===== config.mk =====
export PLATFORM = sky130hd
export DESIGN_NAME = fast_order_message_encoder_core
export DESIGN_NICKNAME = d
export VERILOG_FILES = /design/src/rtl/fome_pkg.sv /design/src/rtl/fome_front.sv /design/src/rtl/fome_queue.sv /design/src/rtl/fome_back.sv /design/src/rtl/fast_order_message_encoder_core.sv
export SDC_FILE = /design/constraint.sdc
export NUM_CORES = 1
export LEC_CHECK = 0
export BUFFER_PORTS_ARGS = -buffer_cell sky130_fd_sc_hd__buf_2
export CAP_MARGIN = 40
export CELL_PAD_IN_SITES_DETAIL_PLACEMENT = 1
export CELL_PAD_IN_SITES_GLOBAL_PLACEMENT = 2
export CORE_ASPECT_RATIO = 1.25
export CORE_MARGIN = 1
export CORE_UTILIZATION = 45
export DETAILED_ROUTE_END_ITERATION = 10
export PLACE_DENSITY_LB_ADDON = 0.1
export SLEW_MARGIN = 20
export SYNTH_ARGS = -nofsm -noshare
export SYNTH_HDL_FRONTEND = slang
export SYNTH_SLANG_ARGS = --single-unit

===== constraint.sdc =====
create_clock -name clk -period 17.7 [get_ports clk]
set_clock_uncertainty 0.2 [all_clocks]
set_input_delay 3.54 -clock clk [delete_from_list [all_inputs] [get_ports clk]]
set_output_delay 3.54 -clock clk [all_outputs]
set_load 0.005 [all_outputs]

===== src/rtl/fome_pkg.sv =====
package fome_pkg;

    // Widths of the order fields.
    localparam int SIZE_W  = 8;
    localparam int ID_W    = 32;
    localparam int TYPE_W  = 3;
    localparam int TAG_W   = 64;
    localparam int WORD_W  = 64;
    localparam int COUNT_W = 5;
    localparam int GROUP_W = 7;

    // Number of order-id groups above the lowest one.
    localparam int UPPER_GROUPS = 4;
    localparam int NGRP_W       = 3;

    // Message layout.
    localparam int MSG_BYTES  = 16;
    localparam int HEAD_BYTES = 4;
    localparam int TAIL_BYTES = MSG_BYTES - HEAD_BYTES;

    // Default depth of the queue between front and back.
    localparam int QUEUE_DEPTH_DEF = 2;

    // Fixed message bytes and marks.
    localparam logic [7:0] PMAP_BYTE     = 8'hFC;
    localparam logic [7:0] TEMPLATE_BYTE = 8'h81;
    localparam logic [7:0] EXP_BYTE      = 8'h80;
    localparam logic [7:0] PRICE_BYTE    = 8'h81;
    localparam logic [7:0] STOP_MARK     = 8'h80;
    localparam logic [7:0] SIZE_EXT_BYTE = 8'h01;

    // Byte counts reported on each word.
    localparam logic [COUNT_W-1:0] COUNT_FIRST = 5'd8;
    localparam logic [COUNT_W-1:0] COUNT_LAST  = 5'd16;

    // One classified order as it travels from front to back.
    typedef struct packed {
        logic [SIZE_W-1:0] order_size;
        logic [ID_W-1:0]   order_id;
        logic [TYPE_W-1:0] order_type;
        logic [TAG_W-1:0]  time_tag;
        logic              size_ext;
        logic [NGRP_W-1:0] upper_groups;
    } order_entry_t;

endpackage


===== src/rtl/fome_front.sv =====
module fome_front
(
    input  logic                            clk,
    input  logic                            rst_n,
    input  logic                            push,
    output logic                            full,
    input  logic [fome_pkg::SIZE_W-1:0]     order_size,
    input  logic [fome_pkg::ID_W-1:0]       order_id,
    input  logic [fome_pkg::TYPE_W-1:0]     order_type,
    input  logic [fome_pkg::TAG_W-1:0]      time_tag,
    output logic                            entry_valid,
    output fome_pkg::order_entry_t          entry,
    input  logic                            entry_ready
);

    logic                   valid_reg;
    logic                   valid_next;
    fome_pkg::order_entry_t entry_reg;
    fome_pkg::order_entry_t entry_next;
    logic                   take;
    logic [fome_pkg::NGRP_W-1:0] ngrp;

    // The stage takes a beat when it is empty or its entry moves on this cycle.
    assign take = push && !full;
    assign full = valid_reg && !entry_ready;

    // Count the order-id groups above the lowest one, leading zero groups dropped.
    always_comb
    begin
        if (order_id[31:28] != '0)
        begin
            ngrp = 3'd4;
        end
        else if (order_id[27:21] != '0)
        begin
            ngrp = 3'd3;
        end
        else if (order_id[20:14] != '0)
        begin
            ngrp = 3'd2;
        end
        else if (order_id[13:7] != '0)
        begin
            ngrp = 3'd1;
        end
        else
        begin
            ngrp = 3'd0;
        end
    end

    // Next contents of the classification register.
    always_comb
    begin
        valid_next = valid_reg;
        entry_next = entry_reg;
        if (valid_reg && entry_ready)
        begin
            valid_next = 1'b0;
        end
        if (take)
        begin
            valid_next              = 1'b1;
            entry_next.order_size   = order_size;
            entry_next.order_id     = order_id;
            entry_next.order_type   = order_type;
            entry_next.time_tag     = time_tag;
            entry_next.size_ext     = order_size[7];
            entry_next.upper_groups = ngrp;
        end
    end

    always_ff @(posedge clk or negedge rst_n)
    begin
        if (!rst_n)
        begin
            valid_reg <= 1'b0;
        end
        else
        begin
            valid_reg <= valid_next;
        end
    end

    always_ff @(posedge clk)
    begin
        entry_reg <= entry_next;
    end

    assign entry_valid = valid_reg;
    assign entry       = entry_reg;

endmodule


===== src/rtl/fome_queue.sv =====
module fome_queue
#(
    parameter int DEPTH = fome_pkg::QUEUE_DEPTH_DEF
)
(
    input  logic                   clk,
    input  logic                   rst_n,
    input  logic                   wr_valid,
    output logic                   wr_ready,
    input  fome_pkg::order_entry_t wr_entry,
    output logic                   rd_valid,
    input  logic                   rd_pop,
    output fome_pkg::order_entry_t rd_entry
);

    localparam int AW = (DEPTH > 1) ? $clog2(DEPTH) : 1;
    localparam int CW = $clog2(DEPTH + 1);
    localparam logic [AW-1:0] LAST_PTR = AW'(DEPTH - 1);
    localparam logic [CW-1:0] FULL_CNT = CW'(DEPTH);

    fome_pkg::order_entry_t store [DEPTH];
    logic [AW-1:0] wr_ptr_reg;
    logic [AW-1:0] wr_ptr_next;
    logic [AW-1:0] rd_ptr_reg;
    logic [AW-1:0] rd_ptr_next;
    logic [CW-1:0] count_reg;
    logic [CW-1:0] count_next;
    logic          do_wr;
    logic          do_rd;

    assign wr_ready = (count_reg != FULL_CNT);
    assign rd_valid = (count_reg != '0);
    assign do_wr    = wr_valid && wr_ready;
    assign do_rd    = rd_pop && rd_valid;
    assign rd_entry = store[rd_ptr_reg];

    // Pointer and fill-count update with explicit wrap.
    always_comb
    begin
        wr_ptr_next = wr_ptr_reg;
        rd_ptr_next = rd_ptr_reg;
        count_next  = count_reg;
        if (do_wr)
        begin
            wr_ptr_next = (wr_ptr_reg == LAST_PTR) ? '0 : wr_ptr_reg + 1'b1;
        end
        if (do_rd)
        begin
            rd_ptr_next = (rd_ptr_reg == LAST_PTR) ? '0 : rd_ptr_reg + 1'b1;
        end
        if (do_wr && !do_rd)
        begin
            count_next = count_reg + 1'b1;
        end
        else if (do_rd && !do_wr)
        begin
            count_next = count_reg - 1'b1;
        end
    end

    always_ff @(posedge clk or negedge rst_n)
    begin
        if (!rst_n)
        begin
            wr_ptr_reg <= '0;
            rd_ptr_reg <= '0;
            count_reg  <= '0;
        end
        else
        begin
            wr_ptr_reg <= wr_ptr_next;
            rd_ptr_reg <= rd_ptr_next;
            count_reg  <= count_next;
        end
    end

    // Entry storage.
    always_ff @(posedge clk)
    begin
        if (do_wr)
        begin
            store[wr_ptr_reg] <= wr_entry;
        end
    end

endmodule


===== src/rtl/fome_back.sv =====
module fome_back
(
    input  logic                             clk,
    input  logic                             rst_n,
    input  logic                             entry_valid,
    input  fome_pkg::order_entry_t           entry,
    output logic                             entry_pop,
    output logic                             empty,
    input  logic                             pop,
    output logic [fome_pkg::WORD_W-1:0]      data_word,
    output logic                             last_word,
    output logic [fome_pkg::COUNT_W-1:0]     byte_count,
    output logic [fome_pkg::TAG_W-1:0]       tag_out
);

    logic [fome_pkg::MSG_BYTES*8-1:0]  msg;
    logic [7:0]                        tail [fome_pkg::TAIL_BYTES];
    logic [7:0]                        grp  [fome_pkg::UPPER_GROUPS+1];
    logic [4:0]                        chunk_start;
    logic [4:0]                        ngrp_w;

    logic                              out_valid_reg;
    logic                              out_valid_next;
    logic                              half_reg;
    logic                              half_next;
    logic [fome_pkg::WORD_W-1:0]       data_reg;
    logic                              last_reg;
    logic [fome_pkg::COUNT_W-1:0]      count_reg;
    logic [fome_pkg::TAG_W-1:0]        tag_reg;
    logic                              load;

    // Id groups, lowest first; the lowest carries the stop bit.
    always_comb
    begin
        grp[0] = fome_pkg::STOP_MARK | {1'b0, entry.order_id[6:0]};
        grp[1] = {1'b0, entry.order_id[13:7]};
        grp[2] = {1'b0, entry.order_id[20:14]};
        grp[3] = {1'b0, entry.order_id[27:21]};
        grp[4] = {4'b0, entry.order_id[31:28]};
    end

    assign chunk_start = entry.size_ext ? 5'd2 : 5'd1;
    assign ngrp_w      = {2'b0, entry.upper_groups};

    // Place each tail byte independently from the classified entry.
    always_comb
    begin
        for (int j = 0; j < fome_pkg::TAIL_BYTES; j++)
        begin
            logic [4:0] rel;
            logic [4:0] idx;
            rel = 5'(j) - chunk_start;
            idx = ngrp_w - rel;
            tail[j] = 8'h00;
            if (j == 0)
            begin
                tail[j] = entry.size_ext ? fome_pkg::SIZE_EXT_BYTE
                                         : (fome_pkg::STOP_MARK
                                            | {1'b0, entry.order_size[6:0]});
            end
            else if (j == 1 && entry.size_ext)
            begin
                tail[j] = fome_pkg::STOP_MARK | {1'b0, entry.order_size[6:0]};
            end
            else if (rel <= ngrp_w)
            begin
                tail[j] = grp[idx[2:0]];
            end
            else if (rel == ngrp_w + 5'd1)
            begin
                tail[j] = fome_pkg::STOP_MARK | {5'b0, entry.order_type};
            end
        end
    end

    // Whole message, byte k in bits 8k+7 down to 8k.
    always_comb
    begin
        msg[7:0]   = fome_pkg::PMAP_BYTE;
        msg[15:8]  = fome_pkg::TEMPLATE_BYTE;
        msg[23:16] = fome_pkg::EXP_BYTE;
        msg[31:24] = fome_pkg::PRICE_BYTE;
        for (int j = 0; j < fome_pkg::TAIL_BYTES; j++)
        begin
            msg[(fome_pkg::HEAD_BYTES + j)*8 +: 8] = tail[j];
        end
    end

    // A new beat loads when the output register is free or being taken.
    assign load      = entry_valid && (!out_valid_reg || pop);
    assign entry_pop = load && half_reg;

    always_comb
    begin
        out_valid_next = out_valid_reg;
        half_next      = half_reg;
        if (out_valid_reg && pop)
        begin
            out_valid_next = 1'b0;
        end
        if (load)
        begin
            out_valid_next = 1'b1;
            half_next      = !half_reg;
        end
    end

    always_ff @(posedge clk or negedge rst_n)
    begin
        if (!rst_n)
        begin
            out_valid_reg <= 1'b0;
            half_reg      <= 1'b0;
        end
        else
        begin
            out_valid_reg <= out_valid_next;
            half_reg      <= half_next;
        end
    end

    // Output payload register.
    always_ff @(posedge clk)
    begin
        if (load)
        begin
            data_reg  <= half_reg ? msg[127:64] : msg[63:0];
            last_reg  <= half_reg;
            count_reg <= half_reg ? fome_pkg::COUNT_LAST : fome_pkg::COUNT_FIRST;
            tag_reg   <= entry.time_tag;
        end
    end

    assign empty      = !out_valid_reg;
    assign data_word  = data_reg;
    assign last_word  = last_reg;
    assign byte_count = count_reg;
    assign tag_out    = tag_reg;

endmodule


===== src/rtl/fast_order_message_encoder_core.sv =====
// Channel   Handshake          Beat contents
// order     push / full        order_size, order_id, order_type, time_tag
// message   pop / empty        data_word, last_word, byte_count, tag_out
//
// Each order yields two message beats, sent through the single 64-bit output
// register. A taken order passes through the front register and the queue
// before the output register loads its first beat.
// Reset clears the front stage, the queue and the output register; no data is lost
// or repeated while either side stalls, and the queue lets the front keep taking
// orders while the back waits on pop.
module fast_order_message_encoder_core
#(
    parameter int QUEUE_DEPTH = fome_pkg::QUEUE_DEPTH_DEF
)
(
    input  logic                            clk,
    input  logic                            rst_n,
    input  logic                            push,
    output logic                            full,
    input  logic [fome_pkg::SIZE_W-1:0]     order_size,
    input  logic [fome_pkg::ID_W-1:0]       order_id,
    input  logic [fome_pkg::TYPE_W-1:0]     order_type,
    input  logic [fome_pkg::TAG_W-1:0]      time_tag,
    output logic                            empty,
    input  logic                            pop,
    output logic [fome_pkg::WORD_W-1:0]     data_word,
    output logic                            last_word,
    output logic [fome_pkg::COUNT_W-1:0]    byte_count,
    output logic [fome_pkg::TAG_W-1:0]      tag_out
);

    logic                   front_valid;
    logic                   front_ready;
    fome_pkg::order_entry_t front_entry;
    logic                   head_valid;
    logic                   head_pop;
    fome_pkg::order_entry_t head_entry;

    // Front: takes orders and classifies the message layout.
    fome_front u_front
    (
        .clk         (clk),
        .rst_n       (rst_n),
        .push        (push),
        .full        (full),
        .order_size  (order_size),
        .order_id    (order_id),
        .order_type  (order_type),
        .time_tag    (time_tag),
        .entry_valid (front_valid),
        .entry       (front_entry),
        .entry_ready (front_ready)
    );

    // Queue between front and back.
    fome_queue #(.DEPTH(QUEUE_DEPTH)) u_queue
    (
        .clk      (clk),
        .rst_n    (rst_n),
        .wr_valid (front_valid),
        .wr_ready (front_ready),
        .wr_entry (front_entry),
        .rd_valid (head_valid),
        .rd_pop   (head_pop),
        .rd_entry (head_entry)
    );

    // Back: builds the message and sends it as two beats.
    fome_back u_back
    (
        .clk         (clk),
        .rst_n       (rst_n),
        .entry_valid (head_valid),
        .entry       (head_entry),
        .entry_pop   (head_pop),
        .empty       (empty),
        .pop         (pop),
        .data_word   (data_word),
        .last_word   (last_word),
        .byte_count  (byte_count),
        .tag_out     (tag_out)
    );

endmodule

==> flow_summary.ini, run 1 <==
[outcome]
outcome = complete, no violations

[floorplanning]
die_w_um = 181.7
start_util_pct = 46.05
num_rows = 81
die_h_um = 226.6
die_area_um2 = 41160
boundaryPins = 247
core_um2 = 39420

[sta]
setup_slack_ps = 12570
drv_slew = 0
period_minus_slack_ps = 5128
post-route-period-util_pct = 28.97
max-slew-margin-rel_pct = 42.38
hold_viol_final = 0
fmax_mhz = 195.0
max_slew.worst_pin.slew_ps = 840.3
timing.hold.ws_ps = 243.5
setup_viol = 0
rsz0062_at_grt = no
fin_tns_setup_ps = 0

[synth]
async_flop_share_pct = 1.499
yosys_warnings = 0
netlist_area_um2 = 18160
ys.flop_type = edfxtp_1
postSynthAreaPerCell_um2 = 18.95
synth_cells = 958
yosys.area.top_type_share_pct = 76.08
yosys.cell_types.count = 75
synth-edff-count = 460
synthTopCellsByArea = edfxtp_1, mux2_2, mux2i_1
synth-seq-cells = 467
yosysSeqAreaShare_pct = 77.05
synth_area_leader_cell = edfxtp_1

[routing]
viasPerCell = 5.354
vias = 9444
wirelength_um = 39710
avgRoutedWirePerCell_um = 22.51
drc_errors = 0
antenna_left = 0
dr.pass1.iters = 4
drtIter0Drc = 493

[final_layout]
fillCellCount = 3647
layout_commonest_cell = edfxtp_1
area_delta_synth_final_pct = 18.23
final_nets = 1355
final_layout_size_suffix_gt1_share_pct = 35.31
largest_reg_flops = 220
mostFrequentLayoutCells = edfxtp_1, buf_2, mux2_2
n_antenna_cell = 0
finalNonFillerCells = 1764

[critical_path]
regToRegSetupSlack_ps = 13370
crit_required_ps = 13960
arrival_ps = 1390
rr_endpoint = u_back.data_word[32]
end_kind = output pin
reg2reg_from = u_queue.rd_ptr_reg
cp_max_fo = 5
worstSetupPathType = reg2out
setup.worst_path.start_class = flip-flop
reg2reg_depth = 9

[grt]
grt.total_usage_pct = 19.51
grt-ovfl-total = 0
grt_pass1_vias = 9927
antenna_found_initial = 2
grt_pass1_wl_um = 59550
grt_max_degree = 54

[cts]
clkSinkCount = 467
htreeDepth = 2
clockRootBuffer = clkbuf_16
ctsResizeCount = 0
cts_made_buffers = 45
clockBufferDepth = 3
cts_tree = done
postCtsHoldBufs = 0
clk_pin_slew_ps = 60
clk_latency_ps = 560
cts_setup_buffers = 0

[hold_path]
hold_path.class = reg2reg
min_from = u_front.entry[99]
whs_endpoint = u_queue.store[1][99]
hold_path_depth = 0

[job]
maxCapViolations = 0

[place]
pre_cts_ws_ps = 12210
dpl.hpwl_um = 27360
place.gp.congestion = 0.8390
portBuffers = 243
dp.cells = 1679

[power]
leakage_uw = 0.007779
p_total_uw = 4515
peakVddDrop_mv = 0.1052
power_density_nw_per_um2 = 210.3
==> how the worst max path moves through the flow <==
stage | from | end
6_report | u_queue.count_reg[0] | full
5_1_grt | u_queue.count_reg[0] | full
4_1_cts | u_queue.count_reg[0] | full
3_5_place_dp | pop | u_queue.count_reg[1]
3_3_place_gp | pop | u_back.data_word[17]
2_1_floorplan | pop | u_queue.count_reg[1]
==> power breakdown <==
| part | total [µW] | switching [µW] | leakage [µW] | internal [µW] |
|---|---|---|---|---|
| combinational | 1720 | 1050 | 0.00261 | 676 |
| clock | 931 | 402 | 0.000698 | 528 |
| sequential | 1860 | 145 | 0.00447 | 1720 |
==> critical path, stage by stage (launching register included) <==
cell	delay, ps
dfrtp_1	440
nand3b_1	220
inv_1	70
buf_2	100
==> cells by family (layout without fill, tap and decap cells) <==
logic type,after synthesis,count (layout),share of synthesized area (%)
buffers and inverters,56,362,1.861
AOI/OAI and AO/OA,111,111,4.266
adders and majority gates,15,15,1.116
DFF,467,467,77.05
and+or+nand+nor,145,145,3.983
xor gates and xnor gates,13,13,0.6271
other,1,3,0.02065
muxes,150,150,11.08
==> per-layer routing <==
| layer | up-vias | routed length [µm] | GRT usage (%) |
|---|---|---|---|
| met5 | - | 30 | 0 |
| met4 | 4 | 909 | 5.796 |
| met3 | 55 | 1904 | 3.293 |
| met2 | 286 | 19500 | 32.66 |
| met1 | 4724 | 17360 | 26.27 |
| li1 | 4375 | - | - |
==> final cells by class <==
class	instances	area (µm²)	area share, %
clock buffers	51	1149	5.351
well taps	498	623.1	2.903
flip-flops and latches	467	13990	65.18
inverters	14	52.55	0.2448
repair buffers	264	1499	6.983
clock inverters	33	284.0	1.323
multi-input cells	437	3866	18.01
==> Yosys cell counts (all sizes together), types with 10 or more instances <==
cell    count
edfxtp    460
mux2       77
mux2i      45
nor2       40
nand2      34
buf        30
mux4       28
a21oi      23
o21ai      23
nor3       16
inv        14
nand3      14
ha         13
clkbuf     12
o22ai      12
xnor2      10
==> through the flow <==
step           cell area, µm²  utilization, %
3_5_place_dp            20030           50.80
3_3_place_gp            19850           50.34
2_1_floorplan           18160               -
5_1_grt                 21470           54.45
6_report                21470           54.45
4_1_cts                 21460           54.43
(Power assumes the default switching activity.)
==> run 2, diff against run 1 <==
ABC_AREA = 1   (was default)
CORE_UTILIZATION = 36   (was 45)
clock period = 4.68 ns   (was 17.7 ns; I/O delays follow)
==> run 2 against run 1 <==
Against the previous run:
- hold slack lost 7.0 ps
- setup slack lost 12000 ps
- critical endpoint is now u_back.data_word[47]
- die area grew 25%
- highest routed layer unchanged
- critical path type is now reg2reg
==> flow_summary.ini, run 2 <==
[critical_path]
reg2reg_from = u_queue.rd_ptr_reg
reg2reg_depth = 12
startpoint = u_queue.rd_ptr_reg
worstSetupPathType = reg2reg
crit_required_ps = 4910
arrival_ps = 3940
cp_max_fo = 40
end_kind = flip-flop
setup.worst_path.start_class = flip-flop

[synth]
yosys.area.top_type_share_pct = 75.91
synth_most_common_cell = edfxtp_1
ys.flop_type = edfxtp_1
yosys.cell_types.count = 44
synth.area.mux_share_pct = 0.1650
postSynthAreaPerCell_um2 = 13.22
yosys_warnings = 0
synthSimpleGateAreaFrac_pct = 15.06
synth-edff-count = 460
synth_area_leader_cell = edfxtp_1
synth_xor_area_share_pct = 0.4950
netlist_area_um2 = 18200
synthAdderAreaFrac_pct = 1.114
synth_top_family_by_area = simple AND/OR/NAND/NOR gates
synth.top_cells.by_count = edfxtp_1, nand2_1, nand3_1
synth_compound_gate_area_share_pct = 3.589
synth-seq-cells = 467
synth_cells = 1376
synthTopCellsByArea = edfxtp_1, nand2_1, nand3_1
async_flop_share_pct = 1.499
yosysSeqAreaShare_pct = 76.87

[grt]
grt_pass1_wl_um = 71330
grt.total_usage_pct = 18.61
grt_max_degree = 133
grt-ovfl-total = 0
grt_pass1_vias = 11690
antenna_found_initial = 7

[power]
p_total_uw = 18460
leakage_uw = 0.008653
peakVddDrop_mv = 0.4782
power_density_nw_per_um2 = 848.2

[final_layout]
final_layout_size_suffix_gt1_share_pct = 22.31
n_antenna_cell = 0
layout_commonest_cell = edfxtp_1
design_area_um2 = 21760
final_nets = 1774
finalNonFillerCells = 2332
largest_reg_flops = 220
multiInputGateArea_um2 = 3754
fillCellCount = 5244
mostFrequentLayoutCells = edfxtp_1, nand2_1, buf_2
fin_util_pct = 43.84
area_delta_synth_final_pct = 19.59
regArea_um2 = 13990

[cts]
cts_setup_buffers = 0
clockBufferDepth = 3
clkSinkCount = 467
cts_made_buffers = 47
clockRootBuffer = clkbuf_16
clk_pin_slew_ps = 60
htreeDepth = 2
cts_tree = done
clk_latency_ps = 580
ctsResizeCount = 0

[routing]
vias = 11130
drc_errors = 0
drtIter0Drc = 452
wirelength_um = 47190
dr.pass1.iters = 4
antenna_left = 0
avgRoutedWirePerCell_um = 20.24
viasPerCell = 4.774

[floorplanning]
start_util_pct = 36.66
boundaryPins = 247
die_h_um = 253.4
num_rows = 91
core_um2 = 49640
die_area_um2 = 51460
die_w_um = 203.1

[hold_path]
min_from = u_front.entry[34]
hold_path.class = reg2reg
hold_path_depth = 0

[sta]
fmax_mhz = 269.1
post-route-period-util_pct = 79.42
drv_slew = 0
max-slew-margin-rel_pct = 40.05
rsz0062_at_grt = no
setup_viol = 0
hold_viol_final = 0
fin_tns_setup_ps = 0
max_slew.worst_pin.slew_ps = 899.2
period_minus_slack_ps = 3717

[job]
maxCapViolations = 0

[place]
portBuffers = 243
place.gp.congestion = 0.8394
placed_area_um2 = 20320
dp.cells = 2249
dpl.hpwl_um = 32750

[outcome]
outcome = complete, no violations
## run 2: cell count changes after synthesis, sizes merged, moves of 42 or more
cell   before  now
inv        14   66
mux2i      45    3
nand3      14  106
nand2      34  474
mux2       77    0
## run 2: path summary, 6_finish.rpt
check                                        to  slack [ps]
max                        u_back.data_word[47]         960
min                        u_queue.store[0][34]         240
max reg2reg                u_back.data_word[47]         960
min reg2reg                u_queue.store[0][34]         240
max in group asynchronous    u_queue.rd_ptr_reg        3550
min in group asynchronous   u_front.entry_valid         550
## run 2: critical path, stage by stage, from the launching register on
cell,delay [ps]
dfrtp_4,690
inv_6,180
nand2_1,60
nand2_1,210
inv_1,100
ha_1,250
fa_1,400
or2_2,280
nand2_1,380
inv_1,260
nor2_1,220
a21oi_1,100
a22oi_1,190
## run 2: repair_timing
action,CTS,global route
hold endpoints to repair,7,0
setup endpoints to repair,0,0
hold buffers,1,0
## run 2: final cells by class
cell class	instances	share of cell area, %
repair buffers	267	6.951
clock buffers	53	5.606
flip-flops and latches	467	64.30
clock inverters	29	0.9659
inverters	67	1.190
multi-input cells	798	17.25
well taps	651	3.743
## run 2: layer usage
layer	routed length [µm]	track usage [%]	up-vias
li1	-	-	5353
met1	19300	22.19	5448
met2	24380	33.02	224
met3	2010	3.951	93
met4	1399	6.595	14
met5	99	0	-
## run 2: stage by stage
step | setup WS (ps) | hold slack [ps]
after global placement | 1098 | 222.5
after floorplan | -1398 | 221.5
after global routing | 642.9 | 244.1
after CTS | 979.8 | 240.5
final | 963.4 | 236.5
after detailed placement | 1025 | 230.7
## run 2: kinds of logic after synthesis
logic type	after synthesis
xor+xnor	6
compound gates	118
mux	3
buf+inv	113
other cells	1
fa+ha+maj	15
simple gates	653
flops	467
## run 2: power breakdown
part / switching [µW] / leakage [µW] / internal [µW]
combinational: 5580 / 0.00347 / 2190
sequential: 492 / 0.00449 / 6630
clock: 1590 / 0.000696 / 1980
==> run 3, diff against run 2 <==
CORE_UTILIZATION = 39   (was 36)
clock period = 3.7 ns   (was 4.68 ns; I/O delays follow)
==> run 3 against run 2 <==
Against the previous run:
- hold slack worse by 110 ps
- cell area increased by 0.53%
- via count up 0.84%
- first-iteration DRC count rose by 17%
- critical path depth unchanged
- global-route usage is 1.4 points higher
- clock power up 34%
- critical path type unchanged
- critical endpoint is now u_back.data_word[14]
- largest power group unchanged
==> flow_summary.ini, run 3 (synthesis gave the netlist of run 2 again) <==
[grt]
grt.total_usage_pct = 20.05
grt_pass1_vias = 11900
grt_pass1_wl_um = 70530
grt-ovfl-total = 0
grt_max_degree = 133
antenna_found_initial = 11

[routing]
m1WireLength_um = 18760
vias = 11230
wl_met2_um = 24100
wl_met3_um = 2171
viasPerCell = 4.928
drc_errors = 0
top_layer_used = met5
drtIter0Drc = 530
antenna_left = 0
dr.pass1.iters = 4
avgRoutedWirePerCell_um = 20.59
wirelength_um = 46900

[final_layout]
final_layout_size_suffix_gt1_share_pct = 23.24
area_delta_synth_final_pct = 20.23
design_area_um2 = 21880
mostFrequentLayoutCells = edfxtp_1, nand2_1, buf_2
layout_commonest_cell = edfxtp_1
fillCellCount = 4762
fin_util_pct = 47.42
multiInputGateArea_um2 = 3761
largest_reg_flops = 220
final_nets = 1780
regArea_um2 = 13990

[critical_path]
slowest_stage = dfrtp_4
setup.worst_path.start_class = flip-flop
cp_max_fo = 34
arrival_ps = 3350
crit_required_ps = 3840
worstSetupPathType = reg2reg
crit_top_cell = buf_4
max_stage_delay_ps = 520
end_kind = flip-flop
path_cells = inv_6, buf_4, nand2_4, nand2_8, inv_2, ha_1, or2_2, nand2_1, buf_4, inv_1, nand3_1, a21oi_1

[cts]
clockRootBuffer = clkbuf_16
ctsResizeCount = 0
clk_pin_slew_ps = 60
cts_made_buffers = 47
cts_setup_buffers = 0
clockBufferDepth = 3
htreeDepth = 2
clkSinkCount = 467
clk_latency_ps = 580
cts_tree = done

[sta]
setup_viol = 0
max_slew.worst_pin.slew_ps = 1066
period_minus_slack_ps = 3215
rsz0062_at_grt = no
drv_slew = 0
fmax_mhz = 311.0
hold_viol_final = 0
max-slew-margin-rel_pct = 28.96
post-route-period-util_pct = 86.89
fin_tns_setup_ps = 0

[power]
p_sw_uw = 9816
leakage_uw = 0.008752
switching_share_pct = 41.17
internal_power_uw = 14020
p_seq_share_pct = 37.6
p_clk_share_pct = 20.1
peakVddDrop_mv = 0.5822
power_density_nw_per_um2 = 1090
p_comb_share_pct = 42.3

[outcome]
outcome = complete, no violations

[floorplanning]
die_w_um = 195.2
die_h_um = 243.5
core_um2 = 46130
boundaryPins = 247
start_util_pct = 39.44
num_rows = 88
die_area_um2 = 47530

[place]
place.gp.congestion = 0.8813
placed_area_um2 = 20260
dpl.hpwl_um = 32690
portBuffers = 243

[hold_path]
hold_path.class = in2reg

[job]
maxCapViolations = 0
-- run 3: cell types whose count changed in the layout (fill, tap and decap cells not counted), moves of 2 or more --
cell       delta
diode_2       +2
clkinv_16     +2
buf_4         +6
clkbuf_1      -4
buf_16        -3
buf_12        +4
clkinv_1      -3
bufinv_16     +3
clkbuf_8      +3
clkinv_2      +3
-- run 3: final cells by class --
class                   instances  share of cell area (%)
multi-input cells             798                   17.19
clock inverters                35                   1.664
well taps                     585                   3.346
repair buffers                273                   7.057
flip-flops and latches        467                   63.95
inverters                      67                   1.184
diodes                          2                 0.02288
clock buffers                  51                   5.582
-- run 3: worst paths after layout --
path / slack, ps / end / start / cells past startpoint
worst max-delay path: 480 / u_back.data_word[14] / u_queue.rd_ptr_reg / 12
worst min-delay path: 130 / u_front.entry[53] / time_tag[49] / 1
worst max register to register: 480 / u_back.data_word[14] / u_queue.rd_ptr_reg / 12
worst min register to register: 240 / u_queue.store[0][52] / u_front.entry[52] / 0
max in group asynchronous: 2670 / u_queue.rd_ptr_reg / rst_n / 2
min in group asynchronous: 370 / u_queue.wr_ptr_reg / rst_n / 2
-- run 3: per-stage QoR --
stage	total power (µW)	setup WS, ps	instances	hold slack [ps]
5_1_grt	25500	243.2	2276	91.40
3_5_place_dp	19330	387.0	2188	231.1
3_3_place_gp	19190	363.1	2187	221.8
4_1_cts	24250	350.3	2275	86.34
6_report	23840	484.9	2278	130.6
2_1_floorplan	14960	-596.4	1378	221.5
-- run 3: worst max-delay path, delay by kind of cell (launching register included) --
| kind | cells | cell delay, ps |
|---|---|---|
| compound gates | 1 | 400 |
| fa+ha+maj | 1 | 360 |
| buf+inv | 5 | 880 |
| flops | 1 | 520 |
| simple gates | 5 | 610 |
-- run 3: power groups by stage --
stage / clock network (µW) / logic [µW] / registers, µW
global placement: 0 / 10200 / 9010
finish: 4800 / 10100 / 8950
global route: 5140 / 11200 / 9110
floorplan: 0 / 5890 / 9070
detailed placement: 0 / 10300 / 9070
CTS: 4970 / 10300 / 8990
-- run 3: what timing repair did --
item	4_1_cts	5_1_grt
setup endpoints to repair	0	0
endpoints found under the hold margin	7	0
hold buffers	1	0
-- run 3: per-layer routing --
layer  vias up  track usage (%)
met5         -                0
met4        18            8.245
met3        92            4.499
met2       242            35.30
met1      5489            23.56
li1       5384                -
